`src/ssp_pkg.sv`:
```
// ssp_pkg: shared widths, register codes, configuration and pipeline-control
// types and saturation helpers for the segment screen projection block.
// No dependencies.
package ssp_pkg;

   // field formats
   localparam int PIXEL_BITS     = 16;
   localparam int COEF_FRAC_BITS = 14;
   localparam int FIX_FRAC       = 16;
   localparam int COORD_W        = 32;
   localparam int COEF_W         = 16;
   localparam int NUM_COEF       = 3;
   localparam int COL_W          = NUM_COEF * COEF_W;
   localparam int SCALE_W        = 32;
   localparam int ORIGIN_W       = 32;
   localparam int HEIGHT_W       = 15;
   localparam int DEPTH_W        = 32;

   // configuration port
   localparam int CSR_IDX_W  = 3;
   localparam int CSR_DATA_W = 48;

   // register stages from input transfer to result register
   localparam int NSTAGE = 9;

   // endpoint lane arithmetic
   localparam int PROD_W    = COORD_W + COEF_W;
   localparam int ROT_W     = PROD_W + 1;
   localparam int MAG_W     = PROD_W;
   localparam int SPLIT     = 24;
   localparam int PP_LO_W   = SPLIT + SCALE_W;
   localparam int PP_HI_W   = MAG_W - SPLIT + SCALE_W;
   localparam int FULL_W    = MAG_W + SCALE_W;
   localparam int PIX_SHIFT = COEF_FRAC_BITS + FIX_FRAC;
   localparam int R_W       = FULL_W - PIX_SHIFT;
   localparam int S_W       = R_W + 1;
   localparam int T_W       = ((S_W > ORIGIN_W) ? S_W : ORIGIN_W) + 1;
   localparam int Q_W       = T_W - FIX_FRAC;
   localparam int Y_W       = ((Q_W > PIXEL_BITS) ? Q_W : PIXEL_BITS) + 1;

   // depth merge arithmetic
   localparam int DSUM_W      = ROT_W + 1;
   localparam int DMAG_W      = ROT_W;
   localparam int DPP_LO_W    = SPLIT + SCALE_W;
   localparam int DPP_HI_W    = DMAG_W - SPLIT + SCALE_W;
   localparam int DFULL_W     = DMAG_W + SCALE_W;
   localparam int DEPTH_SHIFT = PIX_SHIFT + 1;
   localparam int DR_W        = DFULL_W - DEPTH_SHIFT;
   localparam int DS_W        = DR_W + 1;

   localparam logic signed [PIXEL_BITS-1:0] PIX_MAX = {1'b0, {(PIXEL_BITS-1){1'b1}}};
   localparam logic signed [PIXEL_BITS-1:0] PIX_MIN = {1'b1, {(PIXEL_BITS-1){1'b0}}};
   localparam logic signed [DEPTH_W-1:0]    DEPTH_MAX = {1'b0, {(DEPTH_W-1){1'b1}}};
   localparam logic signed [DEPTH_W-1:0]    DEPTH_MIN = {1'b1, {(DEPTH_W-1){1'b0}}};

   typedef enum logic [CSR_IDX_W-1:0] {
      REG_COLUMN_X      = 3'd0,
      REG_COLUMN_Y      = 3'd1,
      REG_COLUMN_DEPTH  = 3'd2,
      REG_PIXEL_SCALE   = 3'd3,
      REG_ORIGIN_X      = 3'd4,
      REG_ORIGIN_Y      = 3'd5,
      REG_SCREEN_HEIGHT = 3'd6
   } csr_index_type;

   typedef struct packed {
      logic [COL_W-1:0]           col_x;
      logic [COL_W-1:0]           col_y;
      logic [COL_W-1:0]           col_depth;
      logic [SCALE_W-1:0]         scale;
      logic signed [ORIGIN_W-1:0] origin_x;
      logic signed [ORIGIN_W-1:0] origin_y;
      logic [HEIGHT_W-1:0]        height;
   } cfg_type;

   // identity rotation, unit scale
   localparam cfg_type CFG_RESET = '{
      col_x:     48'h0000_0000_4000,
      col_y:     48'h0000_4000_0000,
      col_depth: 48'h4000_0000_0000,
      scale:     32'h0001_0000,
      origin_x:  '0,
      origin_y:  '0,
      height:    '0
   };

   // per-stage advance enables, shared by lanes and merge
   typedef struct packed {
      logic [NSTAGE-1:0] en;
   } pipe_ctl_type;

   function automatic logic signed [COEF_W-1:0] coef_at(
      input logic [COL_W-1:0] column,
      input int               slot
   );
      coef_at = column[slot*COEF_W +: COEF_W];
   endfunction

   function automatic logic signed [PIXEL_BITS-1:0] sat_pixel(
      input logic signed [Y_W-1:0] v
   );
      if (v > Y_W'(PIX_MAX)) begin
         sat_pixel = PIX_MAX;
      end else if (v < Y_W'(PIX_MIN)) begin
         sat_pixel = PIX_MIN;
      end else begin
         sat_pixel = PIXEL_BITS'(v);
      end
   endfunction

   function automatic logic signed [DEPTH_W-1:0] sat_depth(
      input logic signed [DS_W-1:0] v
   );
      if (v > DS_W'(DEPTH_MAX)) begin
         sat_depth = DEPTH_MAX;
      end else if (v < DS_W'(DEPTH_MIN)) begin
         sat_depth = DEPTH_MIN;
      end else begin
         sat_depth = DEPTH_W'(v);
      end
   endfunction

endpackage

```
`src/ssp_merge.sv`:
```
// ssp_merge: combines the two lanes' depths into the scaled mean depth,
// with split-product scaling, truncation toward zero and saturation.
// Depends on ssp_pkg.
module ssp_merge
   import ssp_pkg::*;
(
   input  logic                      clock,
   input  pipe_ctl_type              ctl,
   input  logic [SCALE_W-1:0]        scale,
   input  logic signed [ROT_W-1:0]   depth_a,
   input  logic signed [ROT_W-1:0]   depth_b,
   output logic signed [DEPTH_W-1:0] mid_depth
);

   logic signed [DSUM_W-1:0]  sum_in, sum_ff;
   logic                      neg_in, neg_ff, neg4_ff, neg5_ff;
   logic [DMAG_W-1:0]         mag_in, mag_ff;
   logic [DPP_LO_W-1:0]       pp_lo_in, pp_lo_ff;
   logic [DPP_HI_W-1:0]       pp_hi_in, pp_hi_ff;
   logic [DFULL_W-1:0]        full;
   logic [DR_W-1:0]           r_in, r_ff;
   logic signed [DS_W-1:0]    s_in, s_ff;
   logic signed [DEPTH_W-1:0] sat_in, sat_ff;
   logic signed [DEPTH_W-1:0] mid_ff;

   always_comb begin
      sum_in   = DSUM_W'(depth_a) + DSUM_W'(depth_b);
      neg_in   = sum_ff[DSUM_W-1];
      mag_in   = neg_in ? DMAG_W'(-sum_ff) : DMAG_W'(sum_ff);
      pp_lo_in = DPP_LO_W'(mag_ff[SPLIT-1:0]) * DPP_LO_W'(scale);
      pp_hi_in = DPP_HI_W'(mag_ff[DMAG_W-1:SPLIT]) * DPP_HI_W'(scale);
      // the extra shift bit halves the sum
      full     = (DFULL_W'(pp_hi_ff) << SPLIT) + DFULL_W'(pp_lo_ff);
      r_in     = full[DFULL_W-1:DEPTH_SHIFT];
      s_in     = neg5_ff ? $signed(-DS_W'(r_ff)) : $signed(DS_W'(r_ff));
      sat_in   = sat_depth(s_ff);
   end

   always_ff @(posedge clock) begin
      if (ctl.en[2]) begin
         sum_ff <= sum_in;
      end
      if (ctl.en[3]) begin
         mag_ff <= mag_in;
         neg_ff <= neg_in;
      end
      if (ctl.en[4]) begin
         pp_lo_ff <= pp_lo_in;
         pp_hi_ff <= pp_hi_in;
         neg4_ff  <= neg_ff;
      end
      if (ctl.en[5]) begin
         r_ff    <= r_in;
         neg5_ff <= neg4_ff;
      end
      if (ctl.en[6]) begin
         s_ff <= s_in;
      end
      if (ctl.en[7]) begin
         sat_ff <= sat_in;
      end
      if (ctl.en[8]) begin
         mid_ff <= sat_ff;
      end
   end

   assign mid_depth = mid_ff;

endmodule

```
`config.mk`:
```
export PLATFORM = sky130hd
export DESIGN_NAME = ssp_merge
export DESIGN_NICKNAME = d
export VERILOG_FILES = /design/src/ssp_pkg.sv /design/src/ssp_merge.sv
export SDC_FILE = /design/constraint.sdc
export NUM_CORES = 2
export LEC_CHECK = 0
export ABC_CLOCK_PERIOD_IN_PS = 11400
export BUFFER_PORTS_ARGS = -buffer_cell sky130_fd_sc_hd__buf_2
export CAP_MARGIN = 10
export CORE_MARGIN = 10
export CORE_UTILIZATION = 30
export CTS_BUF_LIST = sky130_fd_sc_hd__clkbuf_2
export CTS_CLUSTER_SIZE = 30
export DETAILED_ROUTE_END_ITERATION = 8
export MAX_ROUTING_LAYER = met4
export PLACE_DENSITY = 0.51
export SLEW_MARGIN = 25
export SYNTH_ARGS = -nofsm -noshare
export SYNTH_HDL_FRONTEND = slang
export SYNTH_SLANG_ARGS = --single-unit
```
`constraint.sdc`:
```
create_clock -name clock -period 11.4 [get_ports clock]
set_input_delay 2.85 -clock clock [delete_from_list [all_inputs] [get_ports clock]]
set_output_delay 2.85 -clock clock [all_outputs]
set_load 0.05 [all_outputs]
```
==> results.sh <==
export IMPL_route_detailed_vias_per_inst=4.656
export IMPL_number_of_clock_buffers_inserted_by_tritoncts=94
export IMPL_final_max_slew_violation_count=0
export IMPL_worst_setup_hold_path_clk_slew_ps=90
export IMPL_clock_fmax_mhz=99.68
export IMPL_synth_top_cell_by_area="sky130_fd_sc_hd__fa_1"
export IMPL_finalWorstPathRequiredPeriod_ps=10030
export IMPL_clock_latency_ps=1410
export IMPL_detail_route_first_pass_iterations=5
export IMPL_outcome="complete, no violations"
export IMPL_design_final_nets=8912
export IMPL_ant_nets=0
export IMPL_fill_cells=23030
export IMPL_critPathRequiredTime_ps=12420
export IMPL_ys_ff_latch=356
export IMPL_synthDistinctLibCells=66
export IMPL_cts_root_buf="sky130_fd_sc_hd__clkbuf_2"
export IMPL_cts_hold_repair_buffers=0
export IMPL_groute_usage_overall_pct=16.07
export IMPL_final_hold_violation_count=0
export IMPL_final_setup_skew_ps=203.4
export IMPL_yosysTopAreaCellShare_pct=40.40
export IMPL_clock_tree_from_tritoncts="built"
export IMPL_coreArea_sq_um=220400
export IMPL_wl_mm=187.2
export IMPL_grt_max_degree=61
export IMPL_die_area_sq_um=241400
export IMPL_synth_area_per_cell_sq_um=9.647
export IMPL_final_layout_size_suffix_gt1_share_pct=6.882
export IMPL_synthCells=6908
export IMPL_initial_antenna_violation_count=17
export IMPL_chipHeight_um=491.3
export IMPL_first_global_vias=51030
export IMPL_detail_route_drc_violations=0
export IMPL_layout_common_cells="1438 x sky130_fd_sc_hd__inv_1, 1345 x sky130_fd_sc_hd__fa_1, 961 x sky130_fd_sc_hd__nand2_1, 809 x sky130_fd_sc_hd__and2_1, 452 x sky130_fd_sc_hd__ha_1"
export IMPL_post_synth_instance_area_sq_um=66640
export IMPL_worst_endpoint_arrival_ps=11060
export IMPL_first_pass_grt_wire_length_mm=299.0
export IMPL_critPathLaunchType="primary input"
export IMPL_timing_worst_slew_pin_value_ps=1053
export IMPL_htree_levels=3
export IMPL_maxCapViolCount=0
export IMPL_most_common_cell_after_layout_fill_and_taps_aside="sky130_fd_sc_hd__inv_1"
export IMPL_grt_ovfl_total=0
export IMPL_initial_cell_density_of_the_core_pct=30.24
export IMPL_seq_area_frac_synth_pct=16.04
export IMPL_clkSinkCount=356
export IMPL_ctsResizeCount=0
export IMPL_placement_io_buffers=169
export IMPL_worstHoldPathType="flip-flop to flip-flop"
export IMPL_rsz0062_at_grt="false"
export IMPL_relSlewSlack_pct=29.80
export IMPL_clock_tree_buffer_depth=3
export IMPL_chipWidth_um=491.3
export IMPL_floorplan_io_pins=172
export IMPL_synth_fp_nets=8845
export IMPL_detailedRoute_firstIterationViolations=2527
export IMPL_place_congestion=0.8732
export IMPL_post_drt_wl_per_cell_um=18.70
export IMPL_critical_path_max_fanout=17
export IMPL_cp_end_kind="flip-flop"
export IMPL_setup_worst_path_class="primary input to flip-flop"
export IMPL_setup_total_negative_slack_ps=0
export IMPL_layout_worst_path_cycle_share_pct=88.00
export IMPL_synth_async_reset_ratio_pct=0
export IMPL_synth_top_flop_cell="sky130_fd_sc_hd__edfxtp_1"
export IMPL_via_total_after_detailed_routing=46610
export IMPL_ys_top_cells_by_area="sky130_fd_sc_hd__fa_1 40%, sky130_fd_sc_hd__edfxtp_1 16%, sky130_fd_sc_hd__ha_1 8.5%"
export IMPL_synthToLayoutAreaGrowth_pct=8.173
export IMPL_number_of_rows_created_at_floorplan=172
export IMPL_cts_setup_buffers=0
export IMPL_synth_enable_flop_cells=356
export IMPL_place_hpwl_mm=145.9
export IMPL_synth_warning_count=0
export IMPL_finalSetupViolations=0
==> cells in the mapped netlist, types with 12 or more instances <==
master                     count
sky130_fd_sc_hd__inv_1      1438
sky130_fd_sc_hd__fa_1       1345
sky130_fd_sc_hd__nand2_1     961
sky130_fd_sc_hd__and2_1      809
sky130_fd_sc_hd__ha_1        452
sky130_fd_sc_hd__edfxtp_1    356
sky130_fd_sc_hd__clkbuf_1    351
sky130_fd_sc_hd__xnor2_1     215
sky130_fd_sc_hd__a21oi_1     180
sky130_fd_sc_hd__o21ai_0     122
sky130_fd_sc_hd__a21o_1      104
sky130_fd_sc_hd__nor2_1       91
sky130_fd_sc_hd__xor2_1       57
sky130_fd_sc_hd__nand3_1      41
sky130_fd_sc_hd__nand4_1      41
sky130_fd_sc_hd__nor3_1       30
sky130_fd_sc_hd__o21bai_1     27
sky130_fd_sc_hd__o31ai_1      27
sky130_fd_sc_hd__and3_1       24
sky130_fd_sc_hd__or3_1        20
sky130_fd_sc_hd__nand2b_1     19
sky130_fd_sc_hd__nor2b_1      19
sky130_fd_sc_hd__or4_1        17
sky130_fd_sc_hd__a211oi_1     16
sky130_fd_sc_hd__o41ai_1      15
sky130_fd_sc_hd__nor4_1       12
==> worst max-delay path, stage by stage <==
cell and delay, ps:
sky130_fd_sc_hd__buf_2 410, sky130_fd_sc_hd__buf_4 430, sky130_fd_sc_hd__buf_4 300, sky130_fd_sc_hd__nand2_1 110, sky130_fd_sc_hd__fa_1 530, sky130_fd_sc_hd__inv_1 60
sky130_fd_sc_hd__fa_1 470, sky130_fd_sc_hd__inv_1 50, sky130_fd_sc_hd__fa_1 500, sky130_fd_sc_hd__fa_1 520, sky130_fd_sc_hd__inv_1 60, sky130_fd_sc_hd__fa_1 550
sky130_fd_sc_hd__fa_1 430, sky130_fd_sc_hd__fa_1 500, sky130_fd_sc_hd__ha_1 380, sky130_fd_sc_hd__a21o_1 200, sky130_fd_sc_hd__nand2_1 100, sky130_fd_sc_hd__nand2b_1 60
sky130_fd_sc_hd__a21o_1 210, sky130_fd_sc_hd__or3_1 400, sky130_fd_sc_hd__a211oi_1 630, sky130_fd_sc_hd__buf_4 230, sky130_fd_sc_hd__nor3_1 60, sky130_fd_sc_hd__a2111oi_0 410
sky130_fd_sc_hd__buf_4 210, sky130_fd_sc_hd__o21ai_0 70, sky130_fd_sc_hd__a21oi_1 180, sky130_fd_sc_hd__xnor2_1 110
==> logic make-up (layout without fill, tap and decap cells) <==
kind of cell | after synthesis | after routing | synth area share (%)
simple gates | 2117 | 2117 | 15.90
xor+xnor | 272 | 272 | 3.575
fa+ha+maj | 1797 | 1797 | 48.89
flops | 356 | 356 | 16.04
compound gates | 574 | 574 | 5.499
buf+inv | 1792 | 1917 | 10.10
other cells | 0 | 19 | 0
==> path summary, 6_finish.rpt <==
check                                 from            end  slack, ps  depth (start not counted)
worst max-delay path             scale[17]   pp_hi_ff[50]       1370                         28
worst min-delay path            sat_ff[14]  mid_depth[14]        410                          0
worst min register to register  sat_ff[14]  mid_depth[14]        410                          0
worst max register to register  mag_ff[16]   pp_lo_ff[49]       2430                         28
==> per-layer routing <==
layer | track usage, % | vias to the layer above | wire length [um]
met1 | 21.81 | 23910 | 86340
met3 | 2.958 | 242 | 12130
met4 | 3.741 | 0 | 4581
li1 | - | 21100 | -
met2 | 24.93 | 1350 | 84170
met5 | - | - | 0
==> registers in the layout (all words and copies together), names as in the netlist <==
signal and cells:
sum_ff 50, s_ff 51, sat_ff 32, neg4_ff 1, neg_ff 1, pp_hi_ff 57
neg5_ff 1, pp_lo_ff 32, mid_depth 32, mag_ff 49, r_ff 50
==> stage by stage <==
step | hold WS (ps) | area (sq um) | std cells | utilization, % | setup WS [ps]
2_1_floorplan | 400.3 | 66640 | 6908 | - | 1464
3_3_place_gp | 410.1 | 71160 | 9835 | 32.29 | 115.0
3_5_place_dp | 408.9 | 71180 | 9836 | 32.30 | 75.26
4_1_cts | 384.2 | 72020 | 9990 | 32.68 | 1642
5_1_grt | 415.8 | 72080 | 10010 | 32.71 | 1323
6_report | 414.4 | 72090 | 10010 | 32.71 | 1368
==> layout make-up <==
| class | instances | area, sq um | area share (%) |
|---|---|---|---|
| Inverter | 1438 | 5398 | 7.488 |
| Antenna cell | 19 | 47.55 | 0.06596 |
| Sequential cell | 356 | 10690 | 14.83 |
| Timing Repair Buffer | 325 | 2177 | 3.020 |
| Clock inverter | 33 | 237.7 | 0.3298 |
| Tap cell | 2958 | 3701 | 5.134 |
| Clock buffer | 121 | 605.6 | 0.8401 |
| Multi-Input combinational cell | 4760 | 49230 | 68.29 |
Power is left out: the tool's default activity adds up to more than one toggle a clock period on the data nets, which glitch-free logic cannot reach.
